<file path="src/sv/sitr_pkg.sv">
// types, constants and the reciprocal table for signed_integer_to_radix_text
// no dependencies; imported by the top level
package sitr_pkg;

  localparam int unsigned MaxRadix  = 16;
  localparam int unsigned MaxDigits = 32;

  localparam int unsigned ValueW = 32;
  localparam int unsigned SymW   = 8;
  localparam int unsigned RadixW = 5;
  localparam int unsigned CountW = $clog2(MaxDigits + 1);
  localparam int unsigned DigitW = $clog2(MaxRadix);
  localparam int unsigned AddrW  = 5;
  localparam int unsigned DataW  = 64;

  localparam logic [SymW-1:0] PlusSymbol  = 8'h2B;
  localparam logic [SymW-1:0] MinusSymbol = 8'h2D;

  // register index, taken from paddr[4:3]
  typedef enum logic [1:0] {
    RegRadix   = 2'd0,
    RegSymLow  = 2'd1,
    RegSymHigh = 2'd2,
    RegNone    = 2'd3
  } reg_idx_e;

  typedef enum logic [1:0] {
    StIdle = 2'd0,
    StMul  = 2'd1,
    StFix  = 2'd2,
    StEmit = 2'd3
  } state_e;

  // floor(2^32 / radix); quotient estimate is at most one below the true one
  function automatic logic [ValueW-1:0] recip_of(input logic [RadixW-1:0] radix);
    logic [ValueW-1:0] r;
    unique case (radix)
      5'd2:    r = 32'h8000_0000;
      5'd3:    r = 32'h5555_5555;
      5'd4:    r = 32'h4000_0000;
      5'd5:    r = 32'h3333_3333;
      5'd6:    r = 32'h2AAA_AAAA;
      5'd7:    r = 32'h2492_4924;
      5'd8:    r = 32'h2000_0000;
      5'd9:    r = 32'h1C71_C71C;
      5'd10:   r = 32'h1999_9999;
      5'd11:   r = 32'h1745_D174;
      5'd12:   r = 32'h1555_5555;
      5'd13:   r = 32'h13B1_3B13;
      5'd14:   r = 32'h1249_2492;
      5'd15:   r = 32'h1111_1111;
      5'd16:   r = 32'h1000_0000;
      default: r = '0;
    endcase
    return r;
  endfunction

endpackage

</file>
<file path="src/sv/signed_integer_to_radix_text.sv">
// signed 32-bit integer to text in a configurable radix, stream in and out
// depends on sitr_pkg
//
// Each input item is one signed 32-bit value; the block sends its text one
// character per output item, most significant digit first, with a leading
// minus symbol for negative values (the most negative value prints
// correctly). Radix and up to 16 digit symbols are set over the APB port:
// radix_size at 0x00, symbols 0..7 at 0x08, symbols 8..15 at 0x10, one
// byte per symbol, lowest byte first. A radix outside 2..16, a repeated
// symbol or a '+' or '-' symbol gives a single item with tuser (error) and
// tlast set instead of text. Digits come from one shared 32x32 multiplier
// against a reciprocal table: each digit is a multiply step, then a
// remainder correction step. Once all digits are found, the characters
// leave at one per cycle while the output is not held by tready low.
// Input is not ready while an item is being worked on.
module signed_integer_to_radix_text (
  input  logic                        clk_i,
  input  logic                        rst_ni,
  // input stream
  input  logic                        s_axis_tvalid_i,
  output logic                        s_axis_tready_o,
  input  logic [sitr_pkg::ValueW-1:0] s_axis_tdata_i,   // [31:0] value
  // output stream
  output logic                        m_axis_tvalid_o,
  input  logic                        m_axis_tready_i,
  output logic [sitr_pkg::SymW-1:0]   m_axis_tdata_o,   // [7:0] symbol
  output logic                        m_axis_tlast_o,
  output logic                        m_axis_tuser_o,   // [0] error
  // configuration
  input  logic                        psel,
  input  logic                        penable,
  input  logic                        pwrite,
  input  logic [sitr_pkg::AddrW-1:0]  paddr,
  input  logic [sitr_pkg::DataW-1:0]  pwdata,
  output logic [sitr_pkg::DataW-1:0]  prdata,
  output logic                        pready
);
  import sitr_pkg::*;

  // configuration registers
  logic [RadixW-1:0] radix_q;
  logic [DataW-1:0]  sym_lo_q, sym_hi_q;
  reg_idx_e          reg_idx;
  logic              cfg_wr;

  // sequencer and datapath
  state_e            state_q, state_d;
  logic              neg_q, neg_d;
  logic [CountW-1:0] cnt_q, cnt_d;
  logic [ValueW-1:0] quo_q, quo_d;
  logic [ValueW-1:0] qest_q;
  logic [2*ValueW-1:0] full_prod;
  logic [11:0]       back_prod;
  logic [5:0]        rem_est;
  logic [5:0]        rem_fix;
  logic [ValueW-1:0] quo_fix;
  logic              store_we;
  logic [DigitW-1:0] store_q [MaxDigits];
  logic [$clog2(MaxDigits)-1:0] rd_idx;
  logic [DigitW-1:0] rd_digit_q;

  // output register
  logic              out_valid_q, out_valid_d;
  logic [SymW-1:0]   out_sym_q, out_sym_d;
  logic              out_last_q, out_last_d;
  logic              out_err_q, out_err_d;
  logic              out_load;
  logic              out_free;
  logic              in_acc;

  // symbol set check
  logic [SymW-1:0]   syms [MaxRadix];
  logic              set_valid;

  assign pready  = 1'b1;
  assign reg_idx = reg_idx_e'(paddr[4:3]);
  assign cfg_wr  = psel && penable && pwrite && pready;

  // register writes
  always_ff @(posedge clk_i or negedge rst_ni) begin
    if (!rst_ni) begin
      radix_q  <= '0;
      sym_lo_q <= '0;
      sym_hi_q <= '0;
    end else if (cfg_wr) begin
      unique case (reg_idx)
        RegRadix:   radix_q  <= pwdata[RadixW-1:0];
        RegSymLow:  sym_lo_q <= pwdata;
        RegSymHigh: sym_hi_q <= pwdata;
        default: ;
      endcase
    end
  end

  // register reads
  always_comb begin
    unique case (reg_idx)
      RegRadix:   prdata = DataW'(radix_q);
      RegSymLow:  prdata = sym_lo_q;
      RegSymHigh: prdata = sym_hi_q;
      default:    prdata = '0;
    endcase
  end

  // symbol set check over all pairs in use
  always_comb begin
    for (int i = 0; i < MaxRadix; i++) begin
      syms[i] = (i < 8) ? sym_lo_q[8*(i%8) +: 8] : sym_hi_q[8*(i%8) +: 8];
    end
    set_valid = (radix_q >= RadixW'(2)) && (radix_q <= RadixW'(MaxRadix));
    for (int i = 0; i < MaxRadix; i++) begin
      if (RadixW'(i) < radix_q) begin
        if (syms[i] == PlusSymbol || syms[i] == MinusSymbol) set_valid = 1'b0;
        for (int j = i + 1; j < MaxRadix; j++) begin
          if (RadixW'(j) < radix_q && syms[i] == syms[j]) set_valid = 1'b0;
        end
      end
    end
  end

  // shared multiplier and remainder correction
  assign full_prod = (2*ValueW)'(quo_q) * (2*ValueW)'(recip_of(radix_q));
  assign back_prod = qest_q[5:0] * {1'b0, radix_q};
  assign rem_est   = quo_q[5:0] - back_prod[5:0];
  always_comb begin
    if (rem_est >= {1'b0, radix_q}) begin
      rem_fix = rem_est - {1'b0, radix_q};
      quo_fix = qest_q + ValueW'(1);
    end else begin
      rem_fix = rem_est;
      quo_fix = qest_q;
    end
  end

  assign out_free = !out_valid_q || m_axis_tready_i;
  assign s_axis_tready_o = (state_q == StIdle) && out_free;
  assign in_acc   = s_axis_tvalid_i && s_axis_tready_o;
  // address of the digit needed in the next cycle
  assign rd_idx   = cnt_d[$clog2(MaxDigits)-1:0] - 1'b1;

  // sequencer
  always_comb begin
    state_d     = state_q;
    neg_d       = neg_q;
    cnt_d       = cnt_q;
    quo_d       = quo_q;
    store_we    = 1'b0;
    out_load    = 1'b0;
    out_sym_d   = out_sym_q;
    out_last_d  = out_last_q;
    out_err_d   = out_err_q;
    out_valid_d = out_valid_q && !m_axis_tready_i;
    unique case (state_q)
      StIdle: begin
        if (in_acc) begin
          if (!set_valid) begin
            out_load   = 1'b1;
            out_sym_d  = '0;
            out_last_d = 1'b1;
            out_err_d  = 1'b1;
          end else begin
            neg_d   = s_axis_tdata_i[ValueW-1];
            quo_d   = s_axis_tdata_i[ValueW-1] ? ValueW'(0) - s_axis_tdata_i
                                               : s_axis_tdata_i;
            cnt_d   = '0;
            state_d = StMul;
          end
        end
      end
      StMul: begin
        state_d = StFix;
      end
      StFix: begin
        store_we = 1'b1;
        quo_d    = quo_fix;
        cnt_d    = cnt_q + 1'b1;
        if (quo_fix == '0 || cnt_d == CountW'(MaxDigits)) state_d = StEmit;
        else state_d = StMul;
      end
      StEmit: begin
        if (out_free) begin
          out_load  = 1'b1;
          out_err_d = 1'b0;
          if (neg_q) begin
            neg_d      = 1'b0;
            out_sym_d  = MinusSymbol;
            out_last_d = 1'b0;
          end else begin
            out_sym_d  = syms[rd_digit_q];
            out_last_d = (cnt_q == CountW'(1));
            cnt_d      = cnt_q - 1'b1;
            if (cnt_q == CountW'(1)) state_d = StIdle;
          end
        end
      end
      default: state_d = StIdle;
    endcase
    if (out_load) out_valid_d = 1'b1;
  end

  // control registers
  always_ff @(posedge clk_i or negedge rst_ni) begin
    if (!rst_ni) begin
      state_q     <= StIdle;
      neg_q       <= 1'b0;
      cnt_q       <= '0;
      out_valid_q <= 1'b0;
    end else begin
      state_q     <= state_d;
      neg_q       <= neg_d;
      cnt_q       <= cnt_d;
      out_valid_q <= out_valid_d;
    end
  end

  // payload registers
  always_ff @(posedge clk_i) begin
    quo_q      <= quo_d;
    qest_q     <= full_prod[2*ValueW-1:ValueW];
    out_sym_q  <= out_sym_d;
    out_last_q <= out_last_d;
    out_err_q  <= out_err_d;
  end

  // digit buffer, least significant digit first
  // registered read; a digit written in the same cycle is passed straight on
  always_ff @(posedge clk_i) begin
    if (store_we) store_q[cnt_q[$clog2(MaxDigits)-1:0]] <= rem_fix[DigitW-1:0];
    rd_digit_q <= store_we ? rem_fix[DigitW-1:0] : store_q[rd_idx];
  end

  assign m_axis_tvalid_o = out_valid_q;
  assign m_axis_tdata_o  = out_sym_q;
  assign m_axis_tlast_o  = out_last_q;
  assign m_axis_tuser_o  = out_err_q;

  // digit count never passes the buffer depth
  a_cnt_bound: assert property (@(posedge clk_i) disable iff (!rst_ni)
    cnt_q <= CountW'(MaxDigits))
    else $error("digit count beyond buffer depth");

  // an error item always closes its text
  a_err_last: assert property (@(posedge clk_i) disable iff (!rst_ni)
    out_valid_q && out_err_q |-> out_last_q)
    else $error("error item without last");

  // a bad symbol set answers at once with an error item
  a_err_now: assert property (@(posedge clk_i) disable iff (!rst_ni)
    in_acc && !set_valid |=> out_valid_q && out_err_q && state_q == StIdle)
    else $error("invalid set not reported");

  // emission always has something left to send
  a_emit_nonempty: assert property (@(posedge clk_i) disable iff (!rst_ni)
    state_q == StEmit |-> (cnt_q != '0 || neg_q))
    else $error("emit with empty buffer");

endmodule
</file>
<file path="config.mk">
export PLATFORM = sky130hd
export DESIGN_NAME = signed_integer_to_radix_text
export DESIGN_NICKNAME = d
export VERILOG_FILES = /design/src/sv/sitr_pkg.sv /design/src/sv/signed_integer_to_radix_text.sv
export SDC_FILE = /design/constraint.sdc
export NUM_CORES = 2
export LEC_CHECK = 0
export BUFFER_PORTS_ARGS = -buffer_cell sky130_fd_sc_hd__buf_2
export CELL_PAD_IN_SITES_DETAIL_PLACEMENT = 2
export CELL_PAD_IN_SITES_GLOBAL_PLACEMENT = 2
export CORE_AREA = 3 3 368 370
export CTS_CLUSTER_SIZE = 8
export DETAILED_ROUTE_END_ITERATION = 12
export DIE_AREA = 0 0 371 373
export PLACE_DENSITY_LB_ADDON = 0.08
export SLEW_MARGIN = 20
export SYNTH_ARGS = -nofsm -noshare
export SYNTH_HDL_FRONTEND = slang
export SYNTH_SLANG_ARGS = --single-unit
</file>
<file path="constraint.sdc">
create_clock -name clk_i -period 19.9 [get_ports clk_i]
set_input_delay 4.975 -clock clk_i [delete_from_list [all_inputs] [get_ports clk_i]]
set_output_delay 4.975 -clock clk_i [all_outputs]
set_load 0.02 [all_outputs]
</file>
==> Yosys cells after proc, flatten, opt, wreduce, memory -nomap -nowiden <==
Memories as Yosys holds them, arrays and structs flattened. A register that Yosys moved wholly into a read port is not among the register bits.
Cells that the tools add are included.
{ "classes": {"add_sub_neg": 7, "multipliers": 2, "n_div": 0, "magnitude_cmp": 20, "n_eq_ne": 165, "shifts": 0, "n_mux": 197, "bitwise": 1, "n_reduce_logical": 160} }
{ "ops": {"columns": ["op", "count"], "rows": [
  ["equality test 8 bit", 120],
  ["equality test 8 x 6 -> 1 bit, second input constant", 32],
  ["one-hot mux 64 bit (3 select lines)", 1],
  ["two-way mux 1 bit", 166],
  ["two-way mux 32 bit", 4],
  ["logical AND 1 bit", 126],
  ["multiplier 32 x 32 -> 64 bit", 1],
  ["one-hot mux 32 bit (2 select lines)", 1],
  ["two-way mux 8 bit", 6],
  ["less-than comparator 4 x 5 -> 1 bit, first input constant", 8],
  ["adder 32 x 1 -> 32 bit, second input constant", 1],
  ["binary-select mux 8 bit (select 4 bit)", 1],
  ["logical NOT 32 bit", 1],
  ["subtractor 1 x 32 -> 32 bit, first input constant", 1],
  ["two-way mux 6 bit", 4],
  ["less-than comparator 3 x 5 -> 1 bit, first input constant", 4],
  ["logical OR 1 bit", 18],
  ["one-hot mux 6 bit (3 select lines)", 1],
  ["one-hot mux 8 bit (2 select lines)", 1],
  ["two-way mux 2 bit", 6],
  ["inequality test 2 bit, second input constant", 6],
  ["less-than comparator 1 x 5 -> 1 bit, first input constant", 2],
  ["less-than comparator 2 x 5 -> 1 bit, first input constant", 2],
  ["AND reduction 5 bit", 2],
  ["other kinds (25)", 37]
]} }
{ "word_totals": {"regBits": 217, "latchBits": 0, "mem_bits_rw": 128, "romBits": 1024, "in_bits": 108, "output_inout_bits": 77, "wordCells": 567, "n_memories": 2} }
{ "memory_table": {"columns": ["name", "depth", "word_bits", "read_ports", "rd_clocked_by_memory_dff", "write_ports", "line", "text"], "rows": [
  ["(name not given)", 32, 32, 1, 0, 0, "sitr_pkg.sv:37", "unique case (radix)"],
  ["store_q", 32, 4, 1, 1, 1, "signed_integer_to_radix_text.sv:58", "logic [DigitW-1:0] store_q [MaxDigits];"]
]} }

==> Longest topological paths before layout <==
{ "logic_depth": {"depth_word": 158, "mapped_depth": 39, "ltp_nobuf": 36} }

==> Worst setup path before layout <==
No wires, ideal clock.
{ "synth_path": {"path_type": "in2out", "from": "input port paddr[3] in the netlist's numbering", "to": "output port prdata[53] in the netlist's numbering", "t_arrival_ns": 6.506, "required_time_ns": 14.925, "setup_slack_ns": 8.419, "path_stages": 6, "path_buffers": 4, "cell_sequence": "clkbuf_1 nor2b_1 clkbuf_1 clkbuf_1 buf_1 a22o_1"} }
{ "synth_via": {"elab_chain_cells": 2, "elab_cells_between_ends": 4, "classes_between": "2 x eq/ne; 1 x mux; 1 x reduce/logical"} }
{ "synth_lines": {"columns": ["element", "line", "text"], "rows": [
  ["from (decl)", "signed_integer_to_radix_text.sv:33", "input logic [sitr_pkg::AddrW-1:0] paddr,"],
  ["equality test 2 bit (tied with other cells)", "signed_integer_to_radix_text.sv:97", "unique case (reg_idx)"],
  ["one-hot mux 64 bit (3 select lines) *", "signed_integer_to_radix_text.sv:97", null],
  ["to (decl)", "signed_integer_to_radix_text.sv:35", "output logic [sitr_pkg::DataW-1:0] prdata,"]
]} }
Mark *: on every way between the ends. The rest lies on a longest branch, timed or not.

==> Worst setup path in the final report <==
{ "layout_path": {"from": "input port paddr[3] in the netlist's numbering", "to": "output port prdata[39] in the netlist's numbering"} }
The elaborated chain is that of the path after synthesis.

==> results.sh <==
export IMPL_clockBufferDepth=3
export IMPL_yosys_area_share_simple_pct=13.3
export IMPL_endpoint_kind="primary output"
export IMPL_syn_inst=6367
export IMPL_postPlaceCellArea_sq_um=63800
export IMPL_seq_area_frac_synth_pct=15.5
export IMPL_first_global_vias=57506
export IMPL_routed_wirelength_um=271000
export IMPL_period_needed_ns=12.22
export IMPL_via_per_inst=6.14
export IMPL_clk_latency_ns=0.67
export IMPL_postCtsHoldBufs=0
export IMPL_synth_area_top_cells="fa_1, xnor2_1, edfxtp_1"
export IMPL_seqCellArea_sq_um=9430
export IMPL_antenna_found_initial=14
export IMPL_max_freq_mhz=81.8
export IMPL_whs_ns=0.612
export IMPL_synth_cell_area_sq_um=60700
export IMPL_syn_avg_cell_area_sq_um=9.54
export IMPL_num_io_pins=185
export IMPL_synth_flop_cell="edfxtp_1"
export IMPL_fin_setup_tns_ns=0
export IMPL_synthMuxAreaShare_pct=4.95
export IMPL_die_area_sq_um=138000
export IMPL_critPathRequiredTime_ns=14.93
export IMPL_track_usage_pct=39.2
export IMPL_synth_seq_cells=350
export IMPL_final_area_sq_um=65400
export IMPL_layout_commonest_cell="inv_1"
export IMPL_synthAdderAreaFrac_pct=35.8
export IMPL_fillCellCount=14024
export IMPL_setup_violations=0
export IMPL_drc_errors=0
export IMPL_first_iter_violations=4445
export IMPL_holdCritPathClass="reg -> reg"
export IMPL_gr_total_overflow=0
export IMPL_post_route_period_util_pct=61.4
export IMPL_fp_dieW_um=371
export IMPL_die_h_um=373
export IMPL_outcome="finished clean"
export IMPL_layout_drive_gt1_share_pct=11.1
export IMPL_synth_xor_area_share_pct=15.8
export IMPL_yosys_area_top_type_share_pct=29.8
export IMPL_arrival_ns=7.25
export IMPL_crit_type="in -> out"
export IMPL_yosysTopAreaCell="fa_1"
export IMPL_cts_sinks=350
export IMPL_report_final_slew_viol_count=0
export IMPL_clk_pin_slew_worst_paths_ns=0.06
export IMPL_initial_utilization_pct=45.7
export IMPL_grt_max_degree=67
export IMPL_worstMarginPinSlew_ns=1.22
export IMPL_synth_top_family_by_area="adder cells"
export IMPL_hold_viol=0
export IMPL_skew_ns=0.0622
export IMPL_num_vias=49948
export IMPL_synthArstFlopShare_pct=40.9
export IMPL_h_tree_depth=2
export IMPL_multiInputGateArea_sq_um=45900
export IMPL_cts_root_buf="clkbuf_16"
export IMPL_numCtsBuffers=50
export IMPL_drtAntennaViolNets=0
export IMPL_cts_tree="done"
export IMPL_synth_compound_area_share_pct=5.17
export IMPL_yosys_warnings=0
export IMPL_crit_fanout=36
export IMPL_nNetsFinal=7626
export IMPL_max_cap_violations=0
export IMPL_cts_setup_buffers=0
export IMPL_final_cell_mix="inv_1, fa_1, xnor2_1, nand2_1, and2_1"
export IMPL_start_kind="input pin"
export IMPL_drt_pass1_iterations=5
export IMPL_syn2layout_area_growth_pct=7.68
export IMPL_hpwlAfterDp_um=194000
export IMPL_wl_per_cell_um=33.3
export IMPL_synth_distinct_cells=83
export IMPL_timing_slew_headroom_pct=19.0
export IMPL_grt_first_pass_wirelength_um=396000
export IMPL_coreArea_sq_um=133000
export IMPL_portBuffers=180
export IMPL_synth_edff_count=170
export IMPL_ctsResizeCount=0
export IMPL_routabilityCongestion=0.929
export IMPL_syn_num_nets=7668
export IMPL_rsz0062_at_grt="no"
export IMPL_rows=134
==> path summary, 6_finish.rpt <==
kind	from	end	slack, ns	depth (start not counted)
max reg2reg	radix_q[1]$_DFFE_PN0P_	qest_q[30]$_DFF_P_	7.73	34
max	paddr[3]	prdata[39]	7.68	5
min reg2reg	cnt_q[5]$_DFFE_PN0P_	cnt_q[5]$_DFFE_PN0P_	0.61	2
min	cnt_q[5]$_DFFE_PN0P_	cnt_q[5]$_DFFE_PN0P_	0.61	2
max in group asynchronous	rst_ni	radix_q[4]$_DFFE_PN0P_	14.47	2
min in group asynchronous	rst_ni	sym_hi_q[47]$_DFFE_PN0P_	4.22	1
==> registers in the layout, summed over array words and instances, names as in the netlist, named ones only <==
name	count
cnt_q	6
m_axis_tdata_o	8
m_axis_tlast_o	1
m_axis_tuser_o	1
m_axis_tvalid_o	1
neg_q	1
qest_q	32
quo_q	32
radix_q	5
state_q	2
store_q	128
sym_hi_q	64
sym_lo_q	64
==> synth_stat cells (44+ instances only) <==
| cell type | number |
|---|---|
| a21oi_1 | 114 |
| and2_1 | 328 |
| nor2_1 | 128 |
| nand4_1 | 203 |
| a22o_1 | 59 |
| a211oi_1 | 64 |
| edfxtp_1 | 170 |
| nand2_1 | 457 |
| nor4_1 | 93 |
| clkbuf_1 | 325 |
| ha_1 | 290 |
| buf_1 | 122 |
| o21ai_0 | 70 |
| nand3_1 | 58 |
| dfrtp_1 | 143 |
| buf_2 | 45 |
| fa_1 | 903 |
| nor2b_1 | 76 |
| inv_1 | 997 |
| mux2i_1 | 53 |
| nor3_1 | 92 |
| xnor2_1 | 873 |
| mux4_2 | 44 |
| mux2_2 | 132 |
| xor2_1 | 224 |
==> cell families after synthesis <==
logic type	after synthesis
and+or+nand+nor	1537
buffers and inverters	1499
adders and majority gates	1193
xor gates and xnor gates	1097
AOI/OAI and AO/OA	461
DFF	350
muxes	229
other	1
==> per-stage QoR <==
stage | util, % | setup slack, ns | cells
2_1_floorplan | - | 8.42 | 6367
3_3_place_gp | 48.0 | 7.77 | 8041
3_5_place_dp | 48.0 | 7.76 | 8041
4_1_cts | 49.1 | 7.73 | 8125
5_1_grt | 49.1 | 7.43 | 8126
6_report | 49.2 | 7.68 | 8137
==> cell type report <==
class                      instances  share of cell area (%)
antenna                           12                  0.0459
clock buffer                      79                    2.11
clock inverter                     5                   0.153
inverter                        1000                    5.74
multi-input combinational       4518                    70.2
sequential                       350                    14.4
tap                             1768                    3.38
timing repair buffer             405                    3.97
==> critical path, stage by stage <==
cell and delay, ns:
buf_2 0.28, nor2b_4 0.70, buf_4 0.54, a22o_1 0.46, buf_2 0.25
==> per-layer routing <==
metal  global-route usage [%]  vias up  part of all wire [%]
li1                         -    20024                     -
met5                        0        -                0.0085
met4                     25.1        4                   7.9
met1                     46.8    26439                    37
met2                     64.7     2498                    47
met3                     7.55      983                   8.0
Power is not shown: default switching activity piles up to over one toggle a cycle in this logic, so the estimate is an artifact.
